--- src/hw/rtl/fnv1a_mixed_byte_hash_assert.svh ---
// ----------------------------------------------------------------------------
// Assertion macros for the mixed FNV-1a byte hash
// Clocked, reset-qualified assertion forms used by the top level.
// ----------------------------------------------------------------------------
`ifndef FNV1A_MIXED_BYTE_HASH_ASSERT_SVH
`define FNV1A_MIXED_BYTE_HASH_ASSERT_SVH

// same-cycle implication
`define FMBH_ASSERT_SAME(label, clk, rst_n, ante, cons, msg) \
    label: assert property (@(posedge clk) disable iff (!rst_n) (ante) |-> (cons)) \
        else $error(msg);

// next-cycle implication
`define FMBH_ASSERT_NEXT(label, clk, rst_n, ante, cons, msg) \
    label: assert property (@(posedge clk) disable iff (!rst_n) (ante) |=> (cons)) \
        else $error(msg);

`endif

--- src/hw/rtl/fmbh_pkg.sv ---
// ----------------------------------------------------------------------------
// fmbh_pkg
// Types and constants shared by the mixed FNV-1a byte hash.
// ----------------------------------------------------------------------------
package fmbh_pkg;

    localparam int BYTE_W   = 8;
    localparam int HASH_W   = 32;
    localparam int DIGEST_W = 27;

    localparam logic [HASH_W-1:0] OFFSET_BASIS = 32'h811C_9DC5;
    localparam logic [HASH_W-1:0] FNV_PRIME    = 32'h0100_0193;

    localparam int SHIFT_A = 13;
    localparam int SHIFT_B = 7;
    localparam int SHIFT_C = 17;

    // 100000000 = 2^8 * 390625: low byte passes through, the rest is reduced
    localparam int LO_W    = 8;
    localparam int HI_W    = HASH_W - LO_W;
    localparam int REM_W   = 19;
    localparam int QUOT_W  = 6;
    localparam int RECIP_W = 14;
    localparam logic [HI_W-1:0]    MOD_HI = 24'd390625;
    localparam logic [RECIP_W-1:0] RECIP  = 14'd10995;   // floor(2^32 / 390625)
    localparam int RECIP_SH = 32;

    localparam logic [DIGEST_W-1:0] DIGEST_MOD = 27'd100000000;

    typedef struct packed {
        logic              valid;
        logic [HASH_W-1:0] value;
    } fin_t;

endpackage

--- src/hw/rtl/fmbh_if.sv ---
// ----------------------------------------------------------------------------
// fmbh interfaces
// Valid/ready channels for message bytes and digests.
// ----------------------------------------------------------------------------
interface fmbh_in_if;
    logic                        valid;
    logic                        ready;
    logic [fmbh_pkg::BYTE_W-1:0] msg_byte;
    logic                        is_last;

    modport source (output valid, output msg_byte, output is_last, input ready);
    modport sink   (input valid, input msg_byte, input is_last, output ready);
endinterface

interface fmbh_out_if;
    logic                          valid;
    logic                          ready;
    logic [fmbh_pkg::DIGEST_W-1:0] digest;

    modport source (output valid, output digest, input ready);
    modport sink   (input valid, input digest, output ready);
endinterface

--- src/hw/rtl/fmbh_mix.sv ---
// ----------------------------------------------------------------------------
// fmbh_mix
// Running hash register and per-byte mixing; captures the finished value.
// ----------------------------------------------------------------------------
module fmbh_mix (
    input  logic                  clk,
    input  logic                  rst_n,
    fmbh_in_if.sink               msg,
    input  logic                  fin_ready,
    output fmbh_pkg::fin_t        fin
);

    function automatic logic [fmbh_pkg::HASH_W-1:0] mix_byte(
        input logic [fmbh_pkg::HASH_W-1:0] h_in,
        input logic [fmbh_pkg::BYTE_W-1:0] b
    );
        logic [fmbh_pkg::HASH_W-1:0] h;
        h = h_in ^ {{(fmbh_pkg::HASH_W-fmbh_pkg::BYTE_W){1'b0}}, b};
        h = h * fmbh_pkg::FNV_PRIME;
        h = h + (h >> fmbh_pkg::SHIFT_A);
        h = h ^ (h << fmbh_pkg::SHIFT_B);
        h = h + (h >> fmbh_pkg::SHIFT_C);
        return h;
    endfunction

    logic [fmbh_pkg::HASH_W-1:0] hash_reg, hash_next;
    logic [fmbh_pkg::HASH_W-1:0] mixed;
    logic [fmbh_pkg::HASH_W-1:0] fin_val_reg, fin_val_next;
    logic                        fin_v_reg, fin_v_next;
    logic                        accept;

    assign msg.ready = !fin_v_reg || fin_ready;
    assign accept    = msg.valid && msg.ready;
    assign mixed     = mix_byte(hash_reg, msg.msg_byte);

    always_comb
    begin
        hash_next    = hash_reg;
        fin_val_next = fin_val_reg;
        fin_v_next   = fin_v_reg && !fin_ready;
        if (accept)
        begin
            hash_next = msg.is_last ? fmbh_pkg::OFFSET_BASIS : mixed;
            if (msg.is_last)
            begin
                fin_val_next = mixed;
                fin_v_next   = 1'b1;
            end
        end
    end

    always_ff @(posedge clk or negedge rst_n)
    begin
        if (!rst_n)
        begin
            hash_reg  <= fmbh_pkg::OFFSET_BASIS;
            fin_v_reg <= 1'b0;
        end
        else
        begin
            hash_reg  <= hash_next;
            fin_v_reg <= fin_v_next;
        end
    end

    always_ff @(posedge clk)
    begin
        fin_val_reg <= fin_val_next;
    end

    assign fin.valid = fin_v_reg;
    assign fin.value = fin_val_reg;

endmodule

--- src/hw/rtl/fmbh_mod.sv ---
// ----------------------------------------------------------------------------
// fmbh_mod
// Two-stage reduction of the finished hash modulo one hundred million.
// ----------------------------------------------------------------------------
module fmbh_mod (
    input  logic                  clk,
    input  logic                  rst_n,
    input  fmbh_pkg::fin_t        fin,
    output logic                  fin_ready,
    fmbh_out_if.source            res
);

    localparam int PROD_W = fmbh_pkg::HI_W + fmbh_pkg::RECIP_W;

    // stage A: quotient estimate (exact or one short)
    logic                          a_v_reg, a_v_next;
    logic [fmbh_pkg::HI_W-1:0]     a_hi_reg, a_hi_next;
    logic [fmbh_pkg::LO_W-1:0]     a_lo_reg, a_lo_next;
    logic [fmbh_pkg::QUOT_W-1:0]   a_q_reg, a_q_next;
    logic [PROD_W-1:0]             prod;

    // output stage
    logic                          o_v_reg, o_v_next;
    logic [fmbh_pkg::DIGEST_W-1:0] o_dig_reg, o_dig_next;
    logic [fmbh_pkg::HI_W-1:0]     diff;
    logic [fmbh_pkg::REM_W-1:0]    rem;
    logic [fmbh_pkg::REM_W-1:0]    mod_hi_n;
    logic                          o_ready, a_ready;

    assign mod_hi_n  = fmbh_pkg::MOD_HI[fmbh_pkg::REM_W-1:0];
    assign o_ready   = !o_v_reg || res.ready;
    assign a_ready   = !a_v_reg || o_ready;
    assign fin_ready = a_ready;

    assign prod = PROD_W'(fin.value[fmbh_pkg::HASH_W-1:fmbh_pkg::LO_W])
                * PROD_W'(fmbh_pkg::RECIP);

    always_comb
    begin
        a_v_next  = a_v_reg && !o_ready;
        a_hi_next = a_hi_reg;
        a_lo_next = a_lo_reg;
        a_q_next  = a_q_reg;
        if (a_ready)
        begin
            a_v_next  = fin.valid;
            a_hi_next = fin.value[fmbh_pkg::HASH_W-1:fmbh_pkg::LO_W];
            a_lo_next = fin.value[fmbh_pkg::LO_W-1:0];
            a_q_next  = prod[fmbh_pkg::RECIP_SH +: fmbh_pkg::QUOT_W];
        end
    end

    always_comb
    begin
        diff = a_hi_reg - fmbh_pkg::HI_W'(a_q_reg) * fmbh_pkg::MOD_HI;
        rem  = diff[fmbh_pkg::REM_W-1:0];
        if (rem >= mod_hi_n)
        begin
            rem = rem - mod_hi_n;
        end
        o_v_next   = o_v_reg && !res.ready;
        o_dig_next = o_dig_reg;
        if (o_ready)
        begin
            o_v_next   = a_v_reg;
            o_dig_next = {rem, a_lo_reg};
        end
    end

    always_ff @(posedge clk or negedge rst_n)
    begin
        if (!rst_n)
        begin
            a_v_reg <= 1'b0;
            o_v_reg <= 1'b0;
        end
        else
        begin
            a_v_reg <= a_v_next;
            o_v_reg <= o_v_next;
        end
    end

    always_ff @(posedge clk)
    begin
        a_hi_reg  <= a_hi_next;
        a_lo_reg  <= a_lo_next;
        a_q_reg   <= a_q_next;
        o_dig_reg <= o_dig_next;
    end

    assign res.valid  = o_v_reg;
    assign res.digest = o_dig_reg;

endmodule

--- src/hw/rtl/fnv1a_mixed_byte_hash.sv ---
// ----------------------------------------------------------------------------
// fnv1a_mixed_byte_hash
// Mixed FNV-1a hash of a byte stream; one digest per message.
// ----------------------------------------------------------------------------
//  channel | dir | payload                  | transaction
//  msg     | in  | msg_byte[7:0], is_last   | one message byte
//  res     | out | digest[26:0]             | one digest, per last byte
//
//  One byte per cycle while msg.ready is high: the running hash register feeds
//  back through the byte mix. The edge that accepts a last byte captures its hash;
//  stage A then forms the quotient estimate, and the output stage the remainder/output.
//  Reset loads the offset basis and empties the pipeline.
//  Stalls on res back up stage by stage; msg.ready drops only when all
//  three stages hold digests.
// ----------------------------------------------------------------------------
`include "fnv1a_mixed_byte_hash_assert.svh"

module fnv1a_mixed_byte_hash (
    input  logic        clk,
    input  logic        rst_n,
    fmbh_in_if.sink     msg,
    fmbh_out_if.source  res
);

    fmbh_pkg::fin_t fin;
    logic           fin_ready;

    fmbh_mix u_mix (
        .clk       (clk),
        .rst_n     (rst_n),
        .msg       (msg),
        .fin_ready (fin_ready),
        .fin       (fin)
    );

    fmbh_mod u_mod (
        .clk       (clk),
        .rst_n     (rst_n),
        .fin       (fin),
        .fin_ready (fin_ready),
        .res       (res)
    );

    `FMBH_ASSERT_SAME(a_digest_range, clk, rst_n, res.valid, res.digest < fmbh_pkg::DIGEST_MOD, "digest out of range")
    `FMBH_ASSERT_NEXT(a_last_captured, clk, rst_n, msg.valid && msg.ready && msg.is_last, fin.valid, "last byte not captured")
    `FMBH_ASSERT_NEXT(a_no_spurious, clk, rst_n, msg.valid && msg.ready && !msg.is_last && !fin.valid, !fin.valid, "digest from non-last byte")
    `FMBH_ASSERT_NEXT(a_fin_hold, clk, rst_n, fin.valid && !fin_ready, fin.valid && $stable(fin.value), "finished hash lost while stalled")

endmodule

--- src/flat_wrapper.sv ---
// flat-port wrapper written by rule: the top's interface ports become plain ports
module fnv1a_mixed_byte_hash_flat 
  (clk, rst_n, msg_valid, msg_msg_byte, msg_is_last, msg_ready, res_valid, res_digest, res_ready);
  fmbh_in_if msg_i ();
  fmbh_out_if res_i ();
  input  logic clk;
  input  logic rst_n;
  input wire logic [$bits(msg_i.valid)-1:0] msg_valid;
  input wire logic [$bits(msg_i.msg_byte)-1:0] msg_msg_byte;
  input wire logic [$bits(msg_i.is_last)-1:0] msg_is_last;
  output wire logic [$bits(msg_i.ready)-1:0] msg_ready;
  output wire logic [$bits(res_i.valid)-1:0] res_valid;
  output wire logic [$bits(res_i.digest)-1:0] res_digest;
  input wire logic [$bits(res_i.ready)-1:0] res_ready;
  assign msg_i.valid = msg_valid;
  assign msg_i.msg_byte = msg_msg_byte;
  assign msg_i.is_last = msg_is_last;
  assign msg_ready = msg_i.ready;
  assign res_valid = res_i.valid;
  assign res_digest = res_i.digest;
  assign res_i.ready = res_ready;
  fnv1a_mixed_byte_hash u_core (.clk(clk), .rst_n(rst_n), .msg(msg_i), .res(res_i));
endmodule
--- config.mk ---
export PLATFORM = sky130hd
export DESIGN_NAME = fnv1a_mixed_byte_hash_flat
export DESIGN_NICKNAME = d
export VERILOG_FILES = /design/src/hw/rtl/fmbh_pkg.sv /design/src/hw/rtl/fmbh_if.sv /design/src/hw/rtl/fmbh_mix.sv /design/src/hw/rtl/fmbh_mod.sv /design/src/hw/rtl/fnv1a_mixed_byte_hash.sv /design/src/flat_wrapper.sv
export VERILOG_INCLUDE_DIRS = /design/src /design/src/hw/rtl
export SDC_FILE = /design/constraint.sdc
export NUM_CORES = 1
export LEC_CHECK = 0
export ABC_AREA = 1
export BUFFER_PORTS_ARGS = -buffer_cell sky130_fd_sc_hd__buf_4
export CORE_MARGIN = 5
export CORE_UTILIZATION = 25
export DETAILED_ROUTE_END_ITERATION = 8
export HOLD_SLACK_MARGIN = 0.05
export PLACE_DENSITY_LB_ADDON = 0.15
export SYNTH_ARGS = -nofsm -noshare
export SYNTH_HDL_FRONTEND = slang
export SYNTH_SLANG_ARGS = --single-unit
--- constraint.sdc ---
create_clock -name clk -period 14.1 [get_ports clk]
set_input_delay 2.82 -clock clk [delete_from_list [all_inputs] [get_ports clk]]
set_output_delay 2.82 -clock clk [all_outputs]
set_load 0.1 [all_outputs]
== After elaboration in Yosys (flattened, before gate mapping) ==
Cells that the tools add are included.
Widths: inputs -> output; s select.
Cells by class
  add/subtract/negate cells: 4
  multipliers: 3
  $lt $le $gt $ge: 1
  multiplexer cells: 6
  bitwise logic cells: 2
  reductions and logical operators: 14
Operator list (number)
  $mul 24x14->38 const B: 1
  $add 32x15->32: 1
  $add 32x19->32: 1
  $mul 32x25->32 const B: 1
  $mux 32: 1
  $xor 32x32->32: 1
  $xor 32x8->32: 1
  $ge 19x19->1 const B: 1
  $mul 6x19->19 const B: 1
  $mux 19: 1
  $sub 19x19->19: 1
  $sub 19x19->19 const B: 1
  $logic_not 1->1: 6
  $logic_and 1x1->1: 4
  $mux 1: 4
  $logic_or 1x1->1: 3
  $reduce_and 2->1: 1
Word-level totals
  register bits: 127
  input port bits: 13
  output and inout port bits: 29
  word-level logic and storage cells: 39

== Logic depth before layout (Yosys ltp) ==
Gate-level depths: netlist (run 1).
  word-level depth: 7
  gate-level depth with buffers: 61
  gate-level depth less buffers: 61

== Hierarchy ==
A second synthesis (run 1) with hierarchy kept.
Unflattened totals
  cells, all modules: 3028
  area total of the unflattened synthesis: 24255.8 µm²
By module, submodules not included
  fmbh_mod: instances 1, cells each 1425, area an instance 12253.0 µm², sequential area each 1851.8 µm²
  fmbh_mix: instances 1, cells each 1603, area an instance 12002.8 µm², sequential area each 1804.2 µm²

== Worst setup path after synthesis (run 1) ==
No wires, ideal clock.
  kind: input -> register
  from: in msg_msg_byte[4]
  to: reg u_core.u_mix.fin_val_reg[28] (netlist name) (data pin)
  library setup time: 0.251 ns
  arrival time: 11.095 ns
  data required time: 13.849 ns
  setup slack: 2.754 ns
  cell stages on the path: 56
  buffers on the path: 0
  path through: xnor2_1 > inv_1 > ha_1 > ha_1 > fa_1 > ha_1 > fa_1 > ha_1 > inv_1 > fa_1 > inv_1 > ha_1 > nand2_1 > inv_1 > nand2_1 > nand2_1 > inv_1 > nand2_1 > (+20 left out) > nor2_1 > nor2_1 > o21ai_0 > nand2_1 > nand2_1 > inv_1 > o21ai_0 > nand3_1 > nand2_1 > a21oi_1 > o21bai_1 > a21oi_1 > a21oi_1 > nand3_1 > nor2_1 > nand3_1 > nand2_1 > inv_1
On the way
  cells in the longest elaborated chain, start to end: 5
Ends and longest elaborated chain
  from (decl): RTL line flat_wrapper.sv:9  | input wire logic [$bits(msg_i.msg_byte)-1:0] msg_msg_byte;
  $xor 32x8->32: RTL line fmbh_mix.sv:18  | h = h_in ^ {{(fmbh_pkg::HASH_W-fmbh_pkg::BYTE_W){1'b0}}, b};
  $mul 32x25->32: RTL line fmbh_mix.sv:19  | h = h * fmbh_pkg::FNV_PRIME;
  $add 32x19->32: RTL line fmbh_mix.sv:20  | h = h + (h >> fmbh_pkg::SHIFT_A);
  $xor 32x32->32: RTL line fmbh_mix.sv:21  | h = h ^ (h << fmbh_pkg::SHIFT_B);
  $add 32x15->32: RTL line fmbh_mix.sv:22  | h = h + (h >> fmbh_pkg::SHIFT_C);
  named net u_core.u_mix.mixed (one bit): RTL line fmbh_mix.sv:27  | logic [fmbh_pkg::HASH_W-1:0] mixed;
  to (signal assigned): RTL line fmbh_mix.sv:68  | fin_val_reg <= fin_val_next;
  to (decl): RTL line fmbh_mix.sv:28  | logic [fmbh_pkg::HASH_W-1:0] fin_val_reg, fin_val_next;
The timed path passes the listed nets, and every way through them passes these cells.
A chain may end at the register's enable or synchronous reset.

== Worst setup path after layout (run 1) ==
  from: in msg_msg_byte[5]
  to: reg u_core.u_mix.fin_val_reg[28] (netlist name) (data pin)
The elaborated chain is that of the path after synthesis.

==> results of run 1 <==
worst max-delay path, delay by kind of cell:
| kind | cells | cell delay, ns |
|---|---|---|
| AND/OR/NAND/NOR | 24 | 2.57 |
| buffers and inverters | 11 | 0.76 |
| adder cells (fa/ha/maj) | 10 | 3.69 |
| XOR/XNOR | 2 | 1.02 |
| AO/OA/AOI/OAI | 9 | 2.23 |
final cells by class:
cell class / count / area (um^2) / area share (%)
inverter: 693 / 2600 / 10.2
timing repair buffer: 50 / 375 / 1.47
sequential: 127 / 3660 / 14.3
tap: 1186 / 1480 / 5.80
clock inverter: 14 / 228 / 0.890
multi-input combinational: 1914 / 16800 / 65.7
clock buffer: 18 / 429 / 1.68
synthesized netlist by cell type (all sizes together), types with 4 or more instances:
library cell and count:
inv 693, nand2 535, ha 417, fa 248, nand3 148, nor2 136
a21oi 93, edfxtp 92, xor2 92, nand4 55, o21ai 42, xnor2 37
nor3 22, dfrtp 21, dfstp 14, o22ai 11, a21o 9, a22o 8
and2 7, clkbuf 6, o21bai 6, nand3b 5, a211oi 4, o221ai 4
o31ai 4
routing by layer:
metal / vias up / track usage, % / routed length, um
li1: 8749 / - / -
met1: 8255 / 20.2 / 33700
met2: 236 / 24.2 / 32300
met3: 40 / 1.38 / 1890
met4: 2 / 2.01 / 661
met5: - / 0 / 16
how the worst max path moves through the flow:
stage | to | startpoint
final | u_core.u_mix.fin_val_reg[28]$_DFFE_PP_ | msg_msg_byte[5]
after global routing | u_core.u_mix.fin_val_reg[28]$_DFFE_PP_ | msg_msg_byte[1]
after CTS | u_core.u_mix.fin_val_reg[28]$_DFFE_PP_ | msg_msg_byte[6]
after detailed placement | u_core.u_mix.fin_val_reg[28]$_DFFE_PP_ | msg_msg_byte[6]
after global placement | u_core.u_mix.fin_val_reg[28]$_DFFE_PP_ | msg_msg_byte[6]
after floorplan | u_core.u_mix.fin_val_reg[28]$_DFFE_PP_ | msg_msg_byte[4]
logic make-up (layout without fill, tap and decap cells):
group / count (synthesis) / in the layout / synth area share, %
adders and majority gates: 665 / 665 / 44.1
buffers and inverters: 702 / 775 / 11.5
AOI/OAI and AO/OA: 203 / 203 / 5.31
xor gates and xnor gates: 129 / 129 / 4.99
DFF: 127 / 127 / 15.8
and+or+nand+nor: 917 / 917 / 18.4
through the flow:
step / utilization [%] / std cells
after detailed placement: 27.2 / 3970
after floorplan: - / 2743
after global routing: 27.9 / 4002
final: 27.9 / 4002
after global placement: 27.2 / 3970
after CTS: 27.9 / 4002
timing repair:
| item | CTS | global route |
|---|---|---|
| endpoints found under the hold margin | 0 | 0 |
| setup endpoints to repair | 0 | 1 |
| setup buffers | 0 | 0 |
| gates resized for setup | 0 | 1 |
==> impl_metrics.ini, run 1 <==
[outcome]
status = finished clean

[timing]
layout_min_cycle_time_ns = 12.94
fin_skew_ns = 0.00992
holdWs_ns = 0.411
setup_viol = 0
fin_ws_ns = 1.16
tightest_slew_ns = 0.978
max_freq_mhz = 77.3
hold_viol_final = 0
drv_slew = 0
rsz0062_at_grt = false
min_period_over_period_pct = 91.7
fin_tns_setup_ns = 0
max_slew_margin_pct = 34.6

[logic_synthesis]
synthCells = 2743
ys_ff_latch = 127
ys_top_cells_by_area = ha_1 (23%), fa_1 (21%), edfxtp_1 (12%), inv_1 (11%), nand2_1 (7.8%)
async_flop_share_pct = 27.6
ys.flop_type = edfxtp_1
ys_seq_area_share_pct = 15.8
synth-edff-count = 92
yosysWarnings = 0
synth_area_um2 = 23100
syn_avg_cell_area_um2 = 8.42
yosysTopAreaCellShare_pct = 22.6
yosys.cell_types.count = 60
yosys.area.top_type = ha_1
synth_nets = 3421

[critical_path]
reg2reg_to = u_core.u_mix.fin_val_reg[28]$_DFFE_PP_
crit_type = input pin to flop
reg2reg_depth = 55
crit_required_ns = 14.29
setup.worst_path.end_class = flop
critPathMaxStageDelay_ns = 0.54
cpMostUsedCell = nand2_1
slowest_stage = xor2_1
reg2reg_from = u_core.u_mix.hash_reg[6]$_DFFE_PN1P_
arrival_ns = 13.13
path_max_fanout = 5
ff2ff_setup_slack_ns = 3.08
critPathLaunchType = input pin

[grt]
first_global_vias = 18300
grt_overflow = 0
grt_pass1_wl_um = 109000
antenna_found_initial = 2
grt_max_degree = 36
grt_use_total_pct = 14.3

[placed_design]
gp_congestion = 0.873
dp_hpwl_um = 59400
placed_area_um2 = 24900
io_buffers = 41
pre_cts_ws_ns = 0.555

[floorplan]
start_util_pct = 25.2
pin_count = 42
die_area_um2 = 98600
placement_rows = 111
fp.dieW_um = 314
fp.dieH_um = 314
core-area_um2 = 91700

[finish]
areaGrowthSynthToFinish_pct = 10.8
mostFrequentLayoutCells = inv_1 (684), nand2_1 (483), ha_1 (417), fa_1 (248), nand3_1 (127)
drive_gt1_share_pct = 7.60
fin_nets = 3481
fillers = 9968
stdcell_area_um2 = 25600
mostFrequentLayoutCell = inv_1
diodes = 0

[drt]
vias_per_cell = 4.32
ant_nets = 0
wirelength_um = 68500
drc = 0
drt_iter0_markers = 1001
wire_per_inst_um = 17.1
first_pass_iters = 5
dr_total_vias = 17300

[clock_network]
cts_buffers = 17
clk_latency_ns = 0.45
htree_num_levels = 4
cts-hold-fix-buffers = 0
cts.path.max_buffers = 2
root_buffer = clkbuf_16
tritoncts = yes
path_clk_slew_ns = 0.06
clock_sinks = 127

[hold_path]
hold_path_startpoint = u_core.u_mod.a_lo_reg[5]$_DFFE_PN_
holdPathEnd = u_core.u_mod.res.digest[5]$_DFFE_PN_
whs_path_depth = 0
hp-class = flop to flop

[flow_run]
maxCapViolCount = 0
Power of run 1 is not shown: default switching activity piles up to over one toggle a cycle in this logic, so the estimate is an artifact.
==> inputs of run 2 (changes only) <==
Settings changed: PLACE_DENSITY_LB_ADDON 0.15 to 0.3.
==> run 2 against run 1 <==
  * Setup slack got worse by 0.32 ns
  * Non-clock buffer count shrank 2
  * Clock skew grew 0.0031 ns
  * Critical endpoint is now u_core.u_mix.fin_val_reg[24]$_DFFE_PP_
  * Sequential share of layout area is 0.051 points higher
  * Core utilization fell by 0.10 points
  * Largest cell class unchanged
  * Cell area fell by 0.36%
  * Die area did not move
  * First-iteration DRC count shrank 10%
  * Highest routed layer is now met4
  * Sequential cell count stayed put
  * Wire length down 11%
  * Worst hold slack better by 0.0063 ns
  * Global-route usage is 1.5 points lower
==> impl_metrics.ini, run 2 (synthesis gave the netlist of run 1 again) <==
[clock_network]
cts_setup_buffers = 0
path_clk_slew_ns = 0.06
cts_resized = 0
cts-hold-fix-buffers = 0
clock_sinks = 127
tritoncts = yes
cts_buffers = 17
clk_latency_ns = 0.44
htree_num_levels = 4
root_buffer = clkbuf_16
cts.path.max_buffers = 2

[critical_path]
path_max_fanout = 6
crit_required_ns = 14.27
arrival_ns = 13.42
crit_type = input pin to flop
critPathLaunchType = input pin
cp_top_family = adder cells
critPathMaxStageDelay_ns = 0.92
cpMostUsedCell = nand2_1
cp_num_buf_inv = 9
slowest_stage = xor2_1
setup.worst_path.end_class = flop

[timing]
drv_slew = 0
rsz0062_at_grt = false
layout_min_cycle_time_ns = 13.25
max_freq_mhz = 75.5
setup_viol = 0
min_period_over_period_pct = 94.0
tightest_slew_ns = 1.19
fin_tns_setup_ns = 0
max_slew_margin_pct = 20.4
fin_skew_ns = 0.0130
hold_viol_final = 0

[drt]
ant_nets = 0
drc = 0
wire_per_inst_um = 15.2
dr_total_vias = 17400
vias_per_cell = 4.34
wirelength_um = 60900
drt_iter0_markers = 896
first_pass_iters = 5

[finish]
drive_gt1_share_pct = 7.39
diodes = 0
mostFrequentLayoutCell = inv_1
areaGrowthSynthToFinish_pct = 10.4
fin_nets = 3479
mostFrequentLayoutCells = inv_1 (684), nand2_1 (483), ha_1 (417), fa_1 (248), nand3_1 (127)
fillers = 9963

[floorplan]
die_area_um2 = 98600
placement_rows = 111
core-area_um2 = 91700
fp.dieW_um = 314
fp.dieH_um = 314
start_util_pct = 25.2
pin_count = 42

[flow_run]
maxCapViolCount = 0

[outcome]
status = finished clean

[grt]
grt_pass1_wl_um = 99500
grt_use_total_pct = 12.7
grt_overflow = 0
antenna_found_initial = 0
first_global_vias = 18200
grt_max_degree = 36

[placed_design]
io_buffers = 41
dp_hpwl_um = 52600
gp_congestion = 0.933

[hold_path]
hp-class = flop to flop
[run 2: changes by cell type in the layout (fill, tap and decap cells not counted), moves of 2 or more]
cell and delta:
buf_4 -2, bufinv_16 -2, clkinv_1 +4, clkinv_4 -3, clkinvlp_4 +2
[run 2: stage by stage]
step           util (%)  setup WS, ns  instance area [um^2]  cells  hold WS, ns
2_1_floorplan         -          2.75                 23100   2743        0.400
3_3_place_gp       27.2         0.555                 24900   3968        0.405
3_5_place_dp       27.2         0.652                 24900   3968        0.405
4_1_cts            27.8          1.07                 25500   4000        0.418
5_1_grt            27.8         0.110                 25500   4000        0.424
6_report           27.8         0.848                 25500   4000        0.417
[run 2: layout make-up]
class,instances,area [um^2],area share [%]
inverters,693,2600,10.2
well taps,1186,1480,5.82
repair buffers,48,360,1.41
multi-input cells,1914,16800,65.9
clock inverters,15,168,0.657
clock buffers,17,425,1.67
flip-flops and latches,127,3660,14.3
[run 2: final timing paths]
check,startpoint,end,slack (ns),cells after the start
setup / recovery,msg_msg_byte[6],u_core.u_mix.fin_val_reg[24]$_DFFE_PP_,0.85,50
hold / removal,u_core.u_mod.a_lo_reg[4]$_DFFE_PN_,u_core.u_mod.res.digest[4]$_DFFE_PN_,0.42,0
setup reg to reg,u_core.u_mix.hash_reg[6]$_DFFE_PN1P_,u_core.u_mix.fin_val_reg[24]$_DFFE_PP_,2.80,49
hold reg to reg,u_core.u_mod.a_lo_reg[4]$_DFFE_PN_,u_core.u_mod.res.digest[4]$_DFFE_PN_,0.42,0
max in group asynchronous,rst_n,u_core.u_mix.hash_reg[24]$_DFFE_PN1P_,11.33,1
min in group asynchronous,rst_n,u_core.u_mix.hash_reg[1]$_DFFE_PN0P_,2.36,1
[run 2: layer usage]
metal	wire [um]	share of wire, %	vias to the layer above	GRT usage [%]
li1	-	-	8765	-
met1	29200	48	8214	17.4
met2	28100	46	307	21.6
met3	2440	4.0	70	1.72
met4	1200	2.0	0	2.81
met5	0	0	-	0
Power of run 2 is left out for the same reason.
